[config.mk]
export PLATFORM = sky130hd
export DESIGN_NAME = utf16_to_utf8_transcoder
export DESIGN_NICKNAME = d
export VERILOG_FILES = /design/src/rtl/core/utt_pkg.sv /design/src/rtl/core/utt_front.sv /design/src/rtl/core/utt_queue.sv /design/src/rtl/core/utt_back.sv /design/src/rtl/core/utf16_to_utf8_transcoder.sv
export SDC_FILE = /design/constraint.sdc
export NUM_CORES = 1
export LEC_CHECK = 0
export ABC_AREA = 1
export BUFFER_PORTS_ARGS = -buffer_cell sky130_fd_sc_hd__buf_4
export CORE_MARGIN = 1
export CORE_UTILIZATION = 45
export DETAILED_ROUTE_END_ITERATION = 10
export GPL_TIMING_DRIVEN = 0
export PLACE_DENSITY_LB_ADDON = 0.08
export SYNTH_ARGS = -nofsm -noshare
export SYNTH_HDL_FRONTEND = slang
export SYNTH_SLANG_ARGS = --single-unit
[constraint.sdc]
create_clock -name clock -period 3.8 [get_ports clock]
set_input_delay 0.76 -clock clock [delete_from_list [all_inputs] [get_ports clock]]
set_output_delay 0.76 -clock clock [all_outputs]
set_load 0.05 [all_outputs]
[src/rtl/core/utt_pkg.sv]
// Shared types, constants and the BMP encoder of the UTF-16 to UTF-8 transcoder.
`default_nettype none
package utt_pkg;

   localparam int unsigned JOB_BYTES         = 6;
   localparam int unsigned JOB_CNT_W         = 3;
   localparam int unsigned QUEUE_DEPTH_DEF   = 2;

   localparam logic [5:0]  SURR_HIGH_TAG     = 6'b110110;
   localparam logic [5:0]  SURR_LOW_TAG      = 6'b110111;
   localparam logic [20:0] SUPP_PLANE_BASE   = 21'h10000;

   typedef struct packed {
      logic [JOB_BYTES-1:0][7:0] bytes;
      logic [JOB_CNT_W-1:0]      count;
   } job_type;

   typedef struct packed {
      logic [2:0][7:0] bytes;
      logic [1:0]      len;
   } bmp_enc_type;

   function automatic bmp_enc_type encode_bmp(input logic [15:0] v);
      bmp_enc_type enc;
      enc = '0;
      if (v < 16'h0080) begin
         enc.bytes[0] = v[7:0];
         enc.len      = 2'd1;
      end else if (v < 16'h0800) begin
         enc.bytes[0] = {3'b110, v[10:6]};
         enc.bytes[1] = {2'b10, v[5:0]};
         enc.len      = 2'd2;
      end else begin
         enc.bytes[0] = {4'b1110, v[15:12]};
         enc.bytes[1] = {2'b10, v[11:6]};
         enc.bytes[2] = {2'b10, v[5:0]};
         enc.len      = 2'd3;
      end
      return enc;
   endfunction

endpackage
`default_nettype wire

[src/rtl/core/utt_front.sv]
// Front end: accepts code units, pairs surrogates and builds byte jobs.
`default_nettype none
module utt_front (
   input  wire logic            clock,
   input  wire logic            reset,
   input  wire logic            req_tvalid,
   output logic                 req_tready,
   input  wire logic [15:0]     req_tdata,   // [15:0] code_unit
   input  wire logic            req_tlast,   // end_of_text
   input  wire logic            queue_full,
   output logic                 push,
   output utt_pkg::job_type     push_job
);
   import utt_pkg::*;

   logic        held_valid_ff, held_valid_in;
   logic [9:0]  held_bits_ff, held_bits_in;
   logic        accept;
   logic        is_high, is_low, hold_new;
   logic [20:0] cp;
   bmp_enc_type held_enc, unit_enc;
   job_type     job;

   assign req_tready = !queue_full;
   assign accept     = req_tvalid && req_tready;
   assign is_high    = (req_tdata[15:10] == SURR_HIGH_TAG);
   assign is_low     = (req_tdata[15:10] == SURR_LOW_TAG);
   assign hold_new   = is_high && !req_tlast;
   assign cp         = {1'b0, held_bits_ff, req_tdata[9:0]} + SUPP_PLANE_BASE;
   assign held_enc   = encode_bmp({SURR_HIGH_TAG, held_bits_ff});
   assign unit_enc   = encode_bmp(req_tdata);

   always_comb begin
      job = '0;
      if (held_valid_ff && is_low) begin
         job.bytes[0] = {5'b11110, cp[20:18]};
         job.bytes[1] = {2'b10, cp[17:12]};
         job.bytes[2] = {2'b10, cp[11:6]};
         job.bytes[3] = {2'b10, cp[5:0]};
         job.count    = JOB_CNT_W'(4);
      end else if (held_valid_ff) begin
         job.bytes[2:0] = held_enc.bytes;
         if (hold_new) begin
            job.count = JOB_CNT_W'(3);
         end else begin
            job.bytes[5:3] = unit_enc.bytes;
            job.count      = JOB_CNT_W'(3) + JOB_CNT_W'(unit_enc.len);
         end
      end else if (!hold_new) begin
         job.bytes[2:0] = unit_enc.bytes;
         job.count      = JOB_CNT_W'(unit_enc.len);
      end
   end

   assign push     = accept && (job.count != '0);
   assign push_job = job;

   always_comb begin
      held_valid_in = held_valid_ff;
      held_bits_in  = held_bits_ff;
      if (accept) begin
         if (hold_new && !(held_valid_ff && is_low)) begin
            held_valid_in = 1'b1;
            held_bits_in  = req_tdata[9:0];
         end else begin
            held_valid_in = 1'b0;
            held_bits_in  = '0;
         end
      end
   end

   always_ff @(posedge clock) begin
      if (reset) begin
         held_valid_ff <= 1'b0;
         held_bits_ff  <= '0;
      end else begin
         held_valid_ff <= held_valid_in;
         held_bits_ff  <= held_bits_in;
      end
   end

`ifndef SYNTHESIS
   a_pair_clears: assert property (@(posedge clock) disable iff (reset)
      accept && held_valid_ff && is_low |=> !held_valid_ff)
      else $error("pair completion left a surrogate held");
   a_plain_clears: assert property (@(posedge clock) disable iff (reset)
      accept && !hold_new |=> !held_valid_ff)
      else $error("surrogate held after a non-holding word");
   a_pair_len: assert property (@(posedge clock) disable iff (reset)
      push && held_valid_ff && is_low |-> push_job.count == JOB_CNT_W'(4))
      else $error("surrogate pair not four bytes");
   a_held_len: assert property (@(posedge clock) disable iff (reset)
      push && held_valid_ff |-> push_job.count >= JOB_CNT_W'(3))
      else $error("flushed surrogate shorter than three bytes");
`endif

endmodule
`default_nettype wire

[src/rtl/core/utt_queue.sv]
// Short job queue between the front end and the byte serialiser.
`default_nettype none
module utt_queue #(
   parameter int unsigned DEPTH = utt_pkg::QUEUE_DEPTH_DEF
) (
   input  wire logic             clock,
   input  wire logic             reset,
   input  wire logic             push,
   input  wire utt_pkg::job_type push_job,
   input  wire logic             pop,
   output utt_pkg::job_type      head,
   output logic                  head_valid,
   output logic                  full
);
   import utt_pkg::*;

   localparam int unsigned PTR_W = (DEPTH > 1) ? $clog2(DEPTH) : 1;
   localparam int unsigned CNT_W = $clog2(DEPTH + 1);

   job_type            entry_ff [DEPTH];
   logic [PTR_W-1:0]   wr_ptr_ff, wr_ptr_in, rd_ptr_ff, rd_ptr_in;
   logic [CNT_W-1:0]   count_ff, count_in;
   logic               do_push, do_pop;

   assign full       = (count_ff == CNT_W'(DEPTH));
   assign head_valid = (count_ff != '0);
   assign head       = entry_ff[rd_ptr_ff];
   assign do_push    = push && !full;
   assign do_pop     = pop && head_valid;

   always_comb begin
      wr_ptr_in = wr_ptr_ff;
      rd_ptr_in = rd_ptr_ff;
      count_in  = count_ff;
      if (do_push) begin
         wr_ptr_in = (wr_ptr_ff == PTR_W'(DEPTH - 1)) ? '0 : wr_ptr_ff + 1'b1;
      end
      if (do_pop) begin
         rd_ptr_in = (rd_ptr_ff == PTR_W'(DEPTH - 1)) ? '0 : rd_ptr_ff + 1'b1;
      end
      if (do_push && !do_pop) begin
         count_in = count_ff + 1'b1;
      end else if (do_pop && !do_push) begin
         count_in = count_ff - 1'b1;
      end
   end

   always_ff @(posedge clock) begin
      if (do_push) begin
         entry_ff[wr_ptr_ff] <= push_job;
      end
   end

   always_ff @(posedge clock) begin
      if (reset) begin
         wr_ptr_ff <= '0;
         rd_ptr_ff <= '0;
         count_ff  <= '0;
      end else begin
         wr_ptr_ff <= wr_ptr_in;
         rd_ptr_ff <= rd_ptr_in;
         count_ff  <= count_in;
      end
   end

endmodule
`default_nettype wire

[src/rtl/core/utt_back.sv]
// Back end: serialises queued byte jobs onto the result stream.
`default_nettype none
module utt_back (
   input  wire logic             clock,
   input  wire logic             reset,
   input  wire utt_pkg::job_type head,
   input  wire logic             head_valid,
   output logic                  pop,
   output logic                  rsp_tvalid,
   input  wire logic             rsp_tready,
   output logic [7:0]            rsp_tdata,   // [7:0] out_byte
   output logic                  rsp_tlast    // last_of_run
);
   import utt_pkg::*;

   logic [JOB_CNT_W-1:0] idx_ff, idx_in;
   logic                 valid_ff, valid_in;
   logic [7:0]           data_ff, data_in;
   logic                 last_ff, last_in;
   logic                 load, at_last;

   assign load    = head_valid && (!valid_ff || rsp_tready);
   assign at_last = (idx_ff == head.count - 1'b1);
   assign pop     = load && at_last;

   always_comb begin
      idx_in   = idx_ff;
      valid_in = valid_ff && !rsp_tready;
      data_in  = data_ff;
      last_in  = last_ff;
      if (load) begin
         valid_in = 1'b1;
         data_in  = head.bytes[idx_ff];
         last_in  = at_last;
         idx_in   = at_last ? '0 : idx_ff + 1'b1;
      end
   end

   always_ff @(posedge clock) begin
      data_ff <= data_in;
      last_ff <= last_in;
   end

   always_ff @(posedge clock) begin
      if (reset) begin
         idx_ff   <= '0;
         valid_ff <= 1'b0;
      end else begin
         idx_ff   <= idx_in;
         valid_ff <= valid_in;
      end
   end

   assign rsp_tvalid = valid_ff;
   assign rsp_tdata  = data_ff;
   assign rsp_tlast  = last_ff;

endmodule
`default_nettype wire

[src/rtl/core/utf16_to_utf8_transcoder.sv]
// Top level of the UTF-16 to UTF-8 transcoder.
// One code unit is taken per req word (tlast marks end of text) and its UTF-8
// bytes leave one per rsp word, tlast on the last byte a unit causes. The front
// end takes a unit every cycle while the job queue (QUEUE_DEPTH jobs) has room;
// the byte serialiser sets the sustained rate at one byte per cycle while
// rsp_tready is high; a unit makes 1, 2, 3 or 4 bytes by its length, up to 6 when
// a held high surrogate is flushed ahead of it, and none when a high surrogate is
// only held. A byte reaches rsp through the job queue and the output register.
`default_nettype none
module utf16_to_utf8_transcoder #(
   parameter int unsigned QUEUE_DEPTH = utt_pkg::QUEUE_DEPTH_DEF
) (
   input  wire logic        clock,
   input  wire logic        reset,
   input  wire logic        req_tvalid,
   output logic             req_tready,
   input  wire logic [15:0] req_tdata,   // [15:0] code_unit
   input  wire logic        req_tlast,   // end_of_text
   output logic             rsp_tvalid,
   input  wire logic        rsp_tready,
   output logic [7:0]       rsp_tdata,   // [7:0] out_byte
   output logic             rsp_tlast    // last_of_run
);
   import utt_pkg::*;

   logic    push, pop, head_valid, queue_full;
   job_type push_job, head;

   utt_front u_front (
      .clock      (clock),
      .reset      (reset),
      .req_tvalid (req_tvalid),
      .req_tready (req_tready),
      .req_tdata  (req_tdata),
      .req_tlast  (req_tlast),
      .queue_full (queue_full),
      .push       (push),
      .push_job   (push_job)
   );

   utt_queue #(
      .DEPTH (QUEUE_DEPTH)
   ) u_queue (
      .clock      (clock),
      .reset      (reset),
      .push       (push),
      .push_job   (push_job),
      .pop        (pop),
      .head       (head),
      .head_valid (head_valid),
      .full       (queue_full)
   );

   utt_back u_back (
      .clock      (clock),
      .reset      (reset),
      .head       (head),
      .head_valid (head_valid),
      .pop        (pop),
      .rsp_tvalid (rsp_tvalid),
      .rsp_tready (rsp_tready),
      .rsp_tdata  (rsp_tdata),
      .rsp_tlast  (rsp_tlast)
   );

endmodule
`default_nettype wire

==> impl_metrics.py, run 1 <==
metrics = {
    "yosys": {
        "avgSynthCellArea_sq_um": 9.77,
        "synth-adder-area-share_pct": 0.883,
        "main_combinational_cell_family_by_area_after_synthesis": "simple AND/OR/NAND/NOR gates",
        "synth_top_cell_area_share_pct": 54.6,
        "post-synth-top-area-cell": "sky130_fd_sc_hd__edfxtp_1",
        "mappedNetlistNets": 605,
        "postSynthRegisterBits": 123,
        "synth-compound-area-share_pct": 11.4,
        "synthSimpleGateAreaFrac_pct": 19.8,
        "yosys-mux-area-fraction_pct": 0.177,
        "yosys-top-cells-area": "sky130_fd_sc_hd__edfxtp_1 55%, sky130_fd_sc_hd__nand2_1 8.5%, sky130_fd_sc_hd__dfxtp_1 7.1%, sky130_fd_sc_hd__nor2_1 5.9%, sky130_fd_sc_hd__o21ai_0 4.9%",
        "post_synth_inst_count": 580,
        "synth.distinct_cells": 36,
        "mappedNetlistArea_sq_um": 5670,
        "ys_warn_count": 0,
        "yosys.area_share.xor_xnor_pct": 0.618,
        "ys_seq_area_share_pct": 61.6,
    },
    "power": {
        "swShare_pct": 32.3,
        "switching_power_uw": 1370,
        "leakagePower_uw": 0.00257,
        "p_total_uw": 4240,
        "powerDensity_nw_per_um2": 636,
        "p_comb_share_pct": 25.8,
        "power_frac_seq_pct": 41.0,
        "ir_drop_uv": 362,
        "p_int_uw": 2870,
        "clockPowerShare_pct": 33.2,
    },
    "cells_and_area": {
        "diodes": 0,
        "final_layout_size_suffix_gt1_share_pct": 15.8,
        "final_util_pct": 54.9,
        "count_of_nets_after_finishing": 657,
        "layout_overhead_on_the_synthesized_area_pct": 17.8,
    },
    "setup_path": {
        "timing.critical_path.to_type": "flop",
        "timing.setup.critical_path_class": "reg2reg",
        "critPathLaunchType": "flop",
        "cp.required_ns": 4.11,
        "critPathMaxFanout": 10,
        "crit_arrival_ns": 3.00,
    },
    "sta": {
        "final_period_minus_worst_setup_slack_ns": 2.69,
        "setup_viol": 0,
        "fin_ws_ns": 1.11,
        "rsz_0062_raised_after_global_routing": "false",
        "finalCritPeriodShare_pct": 70.8,
        "timing.setup.tns_ns": 0,
        "fmax_mhz": 372,
        "worst_clock_skew_ns": 0.00647,
        "worst_slew_margin_rel_pct": 60.7,
        "hold_viol_final": 0,
        "final-max-slew-violation-count": 0,
        "worst_margin_slew_ns": 0.588,
        "fin_worst_hold_slack_ns": 0.479,
    },
    "drt": {
        "router_iterations_before_antenna_repair": 5,
        "dr_total_vias": 4296,
        "via_per_inst": 5.29,
        "wire_per_inst_microns": 17.8,
        "drt-initial-drc-count": 309,
        "routed_wl_microns": 14500,
        "final_antenna_net_count": 0,
        "drt_drc_violations_left": 0,
    },
    "cts": {
        "max-clock-path-buffers": 2,
        "post_cts_repair_timing_setup_buffer_count": 0,
        "post_cts_resize_count": 0,
        "cts_root_buf": "sky130_fd_sc_hd__clkbuf_16",
        "htree_levels": 4,
        "cts.sinks": 123,
        "clock_insertion_delay_worst_skew_ns": 0.42,
        "cts_hold_repair.buffers": 0,
        "cts_inserted_buffers": 17,
        "clk_pin_slew_worst_paths_ns": 0.05,
        "cts_tree": "built",
    },
    "placed_design": {
        "port_buffers": 31,
        "dp_worst_setup_slack_ns": 1.10,
        "place.detailed.hpwl_microns": 10500,
        "gp_congestion": 0.931,
    },
    "global_route": {
        "globalRouteTotalUtil_pct": 24.3,
        "grt_remaining_overflow": 0,
        "grt_max_degree": 41,
        "first_global_vias": 4033,
        "antenna_found_initial": 0,
        "grt_pass1_wl_microns": 22700,
    },
    "floorplan": {
        "io_pins": 32,
        "fp.coreArea_sq_um": 12200,
        "die_h_microns": 114,
        "horizontal_die_dimension_microns": 114,
        "number_of_rows_created_at_floorplan": 40,
        "initial_utilization_pct": 46.6,
        "die-area_sq_um": 13000,
    },
    "hold_path": {
        "holdCritPathClass": "reg2reg",
    },
    "flow_run": {
        "max_cap_violations": 0,
    },
    "run_status": {
        "run_status": "finished clean",
    },
}
==> state kept, by name, indices dropped and copies added (netlist names), named ones only <==
signal and flops:
u_queue.entry_ff 94, u_front.held_bits_ff 10, u_back.rsp_tdata 8, u_back.idx_ff 3, u_queue.count_ff 2, u_back.rsp_tlast 1
u_back.rsp_tvalid 1, u_front.held_valid_ff 1, u_queue.rd_ptr_ff 1, u_queue.wr_ptr_ff 1
==> final cells by class <==
cell class / count / area (sq um)
repair buffers: 33 / 273
multi-input cells: 388 / 1870
clock inverters: 12 / 82.6
plain buffers: 24 / 143
inverters: 45 / 169
fillers: 1139 / 5490
flip-flops and latches: 123 / 3490
clock buffers: 19 / 433
well taps: 168 / 210
==> placed cells by master, fill, tap and decap left out, types with 2 or more instances in the layout <==
master                      instances
sky130_fd_sc_hd__clkinv_1           5
sky130_fd_sc_hd__buf_2              8
sky130_fd_sc_hd__clkbuf_1           8
sky130_fd_sc_hd__clkinv_2           6
sky130_fd_sc_hd__a21oi_1           20
sky130_fd_sc_hd__dfxtp_1           20
sky130_fd_sc_hd__xor2_1             2
sky130_fd_sc_hd__buf_4             38
sky130_fd_sc_hd__nor4_1             2
sky130_fd_sc_hd__nand2_1          129
sky130_fd_sc_hd__buf_12             2
sky130_fd_sc_hd__nor2_4             4
sky130_fd_sc_hd__nor2_2             8
sky130_fd_sc_hd__o21ai_0           56
sky130_fd_sc_hd__clkbuf_16         17
sky130_fd_sc_hd__o22ai_1           10
sky130_fd_sc_hd__nor2_1            88
sky130_fd_sc_hd__ha_1               4
sky130_fd_sc_hd__buf_6              2
sky130_fd_sc_hd__o21a_1             2
sky130_fd_sc_hd__inv_1             39
sky130_fd_sc_hd__nand3_2            2
sky130_fd_sc_hd__o21ai_1            5
sky130_fd_sc_hd__nand2_2            4
sky130_fd_sc_hd__a31oi_1            2
sky130_fd_sc_hd__o211ai_1          17
sky130_fd_sc_hd__inv_2              5
sky130_fd_sc_hd__nand3_1           23
sky130_fd_sc_hd__xnor2_1            2
sky130_fd_sc_hd__edfxtp_1         103
==> cells in the mapped netlist <==
| cell type | number |
|---|---|
| sky130_fd_sc_hd__o211ai_1 | 17 |
| sky130_fd_sc_hd__nand3_2 | 2 |
| sky130_fd_sc_hd__clkbuf_1 | 6 |
| sky130_fd_sc_hd__a31oi_1 | 2 |
| sky130_fd_sc_hd__buf_2 | 8 |
| sky130_fd_sc_hd__ha_1 | 4 |
| sky130_fd_sc_hd__nor2_4 | 3 |
| sky130_fd_sc_hd__o21a_1 | 2 |
| sky130_fd_sc_hd__o21ai_0 | 56 |
| sky130_fd_sc_hd__and2_1 | 1 |
| sky130_fd_sc_hd__buf_6 | 2 |
| sky130_fd_sc_hd__o22ai_1 | 10 |
| sky130_fd_sc_hd__o21ai_1 | 5 |
| sky130_fd_sc_hd__nand3_1 | 23 |
| sky130_fd_sc_hd__nand2_4 | 1 |
| sky130_fd_sc_hd__nand4_4 | 1 |
| sky130_fd_sc_hd__a21oi_1 | 20 |
| sky130_fd_sc_hd__xnor2_1 | 2 |
| sky130_fd_sc_hd__inv_2 | 4 |
| sky130_fd_sc_hd__nor2_2 | 8 |
| sky130_fd_sc_hd__o21ai_2 | 1 |
| sky130_fd_sc_hd__o21bai_1 | 1 |
| sky130_fd_sc_hd__a21boi_0 | 1 |
| sky130_fd_sc_hd__buf_4 | 7 |
| sky130_fd_sc_hd__nand4_1 | 1 |
| sky130_fd_sc_hd__nor2_1 | 89 |
| sky130_fd_sc_hd__mux2i_1 | 1 |
| sky130_fd_sc_hd__edfxtp_1 | 103 |
| sky130_fd_sc_hd__nand2_1 | 129 |
| sky130_fd_sc_hd__nor4_1 | 2 |
| sky130_fd_sc_hd__clkinv_1 | 1 |
| sky130_fd_sc_hd__nand2_2 | 4 |
| sky130_fd_sc_hd__inv_1 | 40 |
| sky130_fd_sc_hd__dfxtp_1 | 20 |
| sky130_fd_sc_hd__clkbuf_2 | 1 |
| sky130_fd_sc_hd__xor2_1 | 2 |
==> critical path: stages (launching register included) <==
cell and delay (ns):
sky130_fd_sc_hd__dfxtp_1 0.39, sky130_fd_sc_hd__buf_4 0.22, sky130_fd_sc_hd__buf_2 0.28, sky130_fd_sc_hd__mux2i_1 0.24
sky130_fd_sc_hd__ha_1 0.26, sky130_fd_sc_hd__xnor2_1 0.14, sky130_fd_sc_hd__nor2_2 0.18, sky130_fd_sc_hd__nand3_2 0.11
sky130_fd_sc_hd__ha_1 0.35, sky130_fd_sc_hd__a21oi_1 0.11, sky130_fd_sc_hd__o21ai_0 0.10, sky130_fd_sc_hd__o21ai_0 0.16
sky130_fd_sc_hd__a21oi_1 0.05
==> per-layer routing <==
metal / global-route usage [%] / part of all wire (%) / vias to the layer above
met1: 34.1 / 46 / 2034
met3: 4.82 / 6.2 / 25
met5: 0 / 0 / -
met4: 9.35 / 2.1 / 0
li1: - / - / 2092
met2: 37.1 / 46 / 145
==> final timing paths <==
path / startpoint / end / slack [ns] / cells past startpoint
max: flop / u_queue.count_ff[1]$_SDFFE_PP0P_ / 1.11 / 12
min: u_front.held_bits_ff[5]$_SDFFE_PP0P_ / u_front.held_bits_ff[5]$_SDFFE_PP0P_ / 0.48 / 2
max reg2reg: flop / u_queue.count_ff[1]$_SDFFE_PP0P_ / 1.11 / 12
min reg2reg: u_front.held_bits_ff[5]$_SDFFE_PP0P_ / u_front.held_bits_ff[5]$_SDFFE_PP0P_ / 0.48 / 2
==> cells by family after synthesis <==
group | count (synthesis)
AOI/OAI and AO/OA | 115
xor gates and xnor gates | 4
adders and majority gates | 4
buffers and inverters | 69
DFF | 123
muxes | 1
and+or+nand+nor | 264
==> power by group through the flow <==
stage | combinational, uW | clock [uW] | sequential [uW]
final | 1090 | 1410 | 1740
after global routing | 1200 | 1490 | 1750
after CTS | 1110 | 1430 | 1740
after detailed placement | 1100 | 0 | 1770
after global placement | 1070 | 0 | 1770
after floorplan | 541 | 0 | 1940
==> through the flow <==
stage | area (sq um) | instances
detailed placement | 6160 | 781
global placement | 6110 | 779
CTS | 6670 | 812
finish | 6670 | 812
global route | 6670 | 812
floorplan | 5670 | 580
Note: power is estimated with default switching activity, not from simulation.
==> run 2: changes to the inputs <==
Clock period 3.8 ns to 2.31 ns, I/O delays scaled along.
==> impl_metrics.py, run 2 (synthesis gave the netlist of run 1 again) <==
metrics = {
    "run_status": {
        "run_status": "finished clean",
    },
    "cts": {
        "max-clock-path-buffers": 2,
        "htree_levels": 4,
        "cts.sinks": 123,
        "cts_hold_repair.buffers": 0,
        "clock_insertion_delay_worst_skew_ns": 0.42,
        "cts_inserted_buffers": 17,
        "clk_pin_slew_worst_paths_ns": 0.05,
        "cts_tree": "built",
        "cts_root_buf": "sky130_fd_sc_hd__clkbuf_16",
    },
    "floorplan": {
        "number_of_rows_created_at_floorplan": 40,
        "horizontal_die_dimension_microns": 114,
        "die_h_microns": 114,
        "io_pins": 32,
        "fp.coreArea_sq_um": 12200,
        "initial_utilization_pct": 46.6,
        "die-area_sq_um": 13000,
    },
    "cells_and_area": {
        "diodes": 0,
        "number_of_flip_flops_in_the_largest_register": 94,
        "count_of_nets_after_finishing": 665,
        "regMostFlops": "u_queue.entry_ff",
        "layout_commonest_cell": "sky130_fd_sc_hd__nand2_1",
        "layout_overhead_on_the_synthesized_area_pct": 19.9,
        "fin_cells": 821,
        "final_util_pct": 55.9,
        "final_layout_size_suffix_gt1_share_pct": 17.3,
        "layout.cells.most_common_list": "128 x sky130_fd_sc_hd__nand2_1, 103 x sky130_fd_sc_hd__edfxtp_1, 88 x sky130_fd_sc_hd__nor2_1",
    },
    "setup_path": {
        "crit_arrival_ns": 2.53,
        "critPathMaxFanout": 5,
        "cp.required_ns": 2.61,
        "critPathLaunchType": "flop",
        "timing.setup.critical_path_class": "reg2reg",
        "timing.critical_path.to_type": "flop",
    },
    "sta": {
        "worst_margin_slew_ns": 0.808,
        "fin_worst_hold_slack_ns": 0.235,
        "timing.setup.tns_ns": 0,
        "hold_viol_final": 0,
        "worst_slew_margin_rel_pct": 46.0,
        "final-max-slew-violation-count": 0,
        "setup_viol": 0,
        "worst_clock_skew_ns": 0.00755,
        "rsz_0062_raised_after_global_routing": "true",
        "final_period_minus_worst_setup_slack_ns": 2.23,
        "fmax_mhz": 448,
        "finalCritPeriodShare_pct": 96.6,
    },
    "power": {
        "ir_drop_uv": 672,
        "powerDensity_nw_per_um2": 1050,
        "leakagePower_uw": 0.00260,
        "p_total_uw": 7140,
    },
    "placed_design": {
        "placed_cells_incl_taps": 779,
        "place.detailed.hpwl_microns": 10300,
        "port_buffers": 31,
        "gp_congestion": 0.950,
    },
    "global_route": {
        "globalRouteMet1Util_pct": 33.2,
        "first_global_vias": 4004,
        "top_usage_layer": "met2",
        "grt_remaining_overflow": 0,
        "globalRouteTotalUtil_pct": 24.1,
        "grt_max_degree": 25,
        "met2_usage_pct": 37.8,
        "use_met3_pct": 4.45,
        "grt_pass1_wl_microns": 22500,
        "antenna_found_initial": 0,
    },
    "flow_run": {
        "max_cap_violations": 0,
    },
    "drt": {
        "router_iterations_before_antenna_repair": 5,
        "routed_wl_microns": 14700,
        "wire_per_inst_microns": 17.9,
        "final_antenna_net_count": 0,
        "dr_total_vias": 4316,
        "drt-initial-drc-count": 357,
        "via_per_inst": 5.26,
        "drt_drc_violations_left": 0,
    },
    "hold_path": {
        "holdCritPathClass": "in2reg",
    },
}
## run 2: cell count changes in the layout (fill, tap and decap cells not counted), sizes merged
cell	change
clkbuf	+9
clkinv	-7
inv	-1
clkinvlp	+1
nor2	+1
buf	+6
## run 2: what timing repair did
item / CTS / global route
buffers inserted: 1 / 7
endpoints found under the setup margin: 96 / 2
resized for setup: 11 / 7
cloned: 2 / 0
pin swaps: 3 / 4
## run 2: worst max-delay path, stage by stage (launching register included)
cell and delay (ns):
sky130_fd_sc_hd__dfxtp_4 0.36, sky130_fd_sc_hd__buf_8 0.10, sky130_fd_sc_hd__buf_8 0.11, sky130_fd_sc_hd__mux2i_4 0.26, sky130_fd_sc_hd__ha_4 0.23, sky130_fd_sc_hd__xnor2_1 0.12, sky130_fd_sc_hd__nor2_2 0.16, sky130_fd_sc_hd__nand3_2 0.13
sky130_fd_sc_hd__ha_4 0.29, sky130_fd_sc_hd__a21oi_2 0.09, sky130_fd_sc_hd__o21ai_1 0.08, sky130_fd_sc_hd__o21ai_1 0.14, sky130_fd_sc_hd__a21oi_1 0.05
## run 2: stage by stage
| step | setup slack (ns) | instance area [sq um] |
|---|---|---|
| after CTS | -0.0413 | 6710 |
| final | 0.0794 | 6800 |
| after floorplan | 0.00792 | 5680 |
| after global placement | -0.558 | 6120 |
| after detailed placement | -0.551 | 6120 |
| after global routing | -0.105 | 6800 |
## run 2: final cells by class
class / instances / area, sq um
buffer: 24 / 160
clock buffer: 28 / 487
clock inverter: 4 / 43.8
fill: 1104 / 5370
inverter: 45 / 173
multi-input combinational: 389 / 1920
sequential: 123 / 3500
tap: 168 / 210
timing repair buffer: 39 / 293
timing repair inverter: 1 / 7.51
## run 2: final timing paths
| check | start | end | slack (ns) | cells after the start |
|---|---|---|---|---|
| worst max-delay path | flop | u_queue.count_ff[1]$_SDFFE_PP0P_ | 0.08 | 12 |
| worst min-delay path | reset | u_back.rsp_tvalid$_SDFF_PP0_ | 0.23 | 2 |
| worst max register to register | flop | u_queue.count_ff[1]$_SDFFE_PP0P_ | 0.08 | 12 |
| worst min register to register | u_front.held_bits_ff[1]$_SDFFE_PP0P_ | u_front.held_bits_ff[1]$_SDFFE_PP0P_ | 0.48 | 2 |
## run 2: power breakdown
group | internal [uW] | switching, uW
combinational | 558 | 1310
clock | 1530 | 875
sequential | 2780 | 91.8
## run 2: per-layer routing
metal  up-vias  share of wire, %  wire length (microns)
li1       2107                 -                      -
met1      2030                46                   6790
met2       161                46                   6760
met3        18               5.8                    853
met4         0               1.8                    265
met5         -                 0                      0
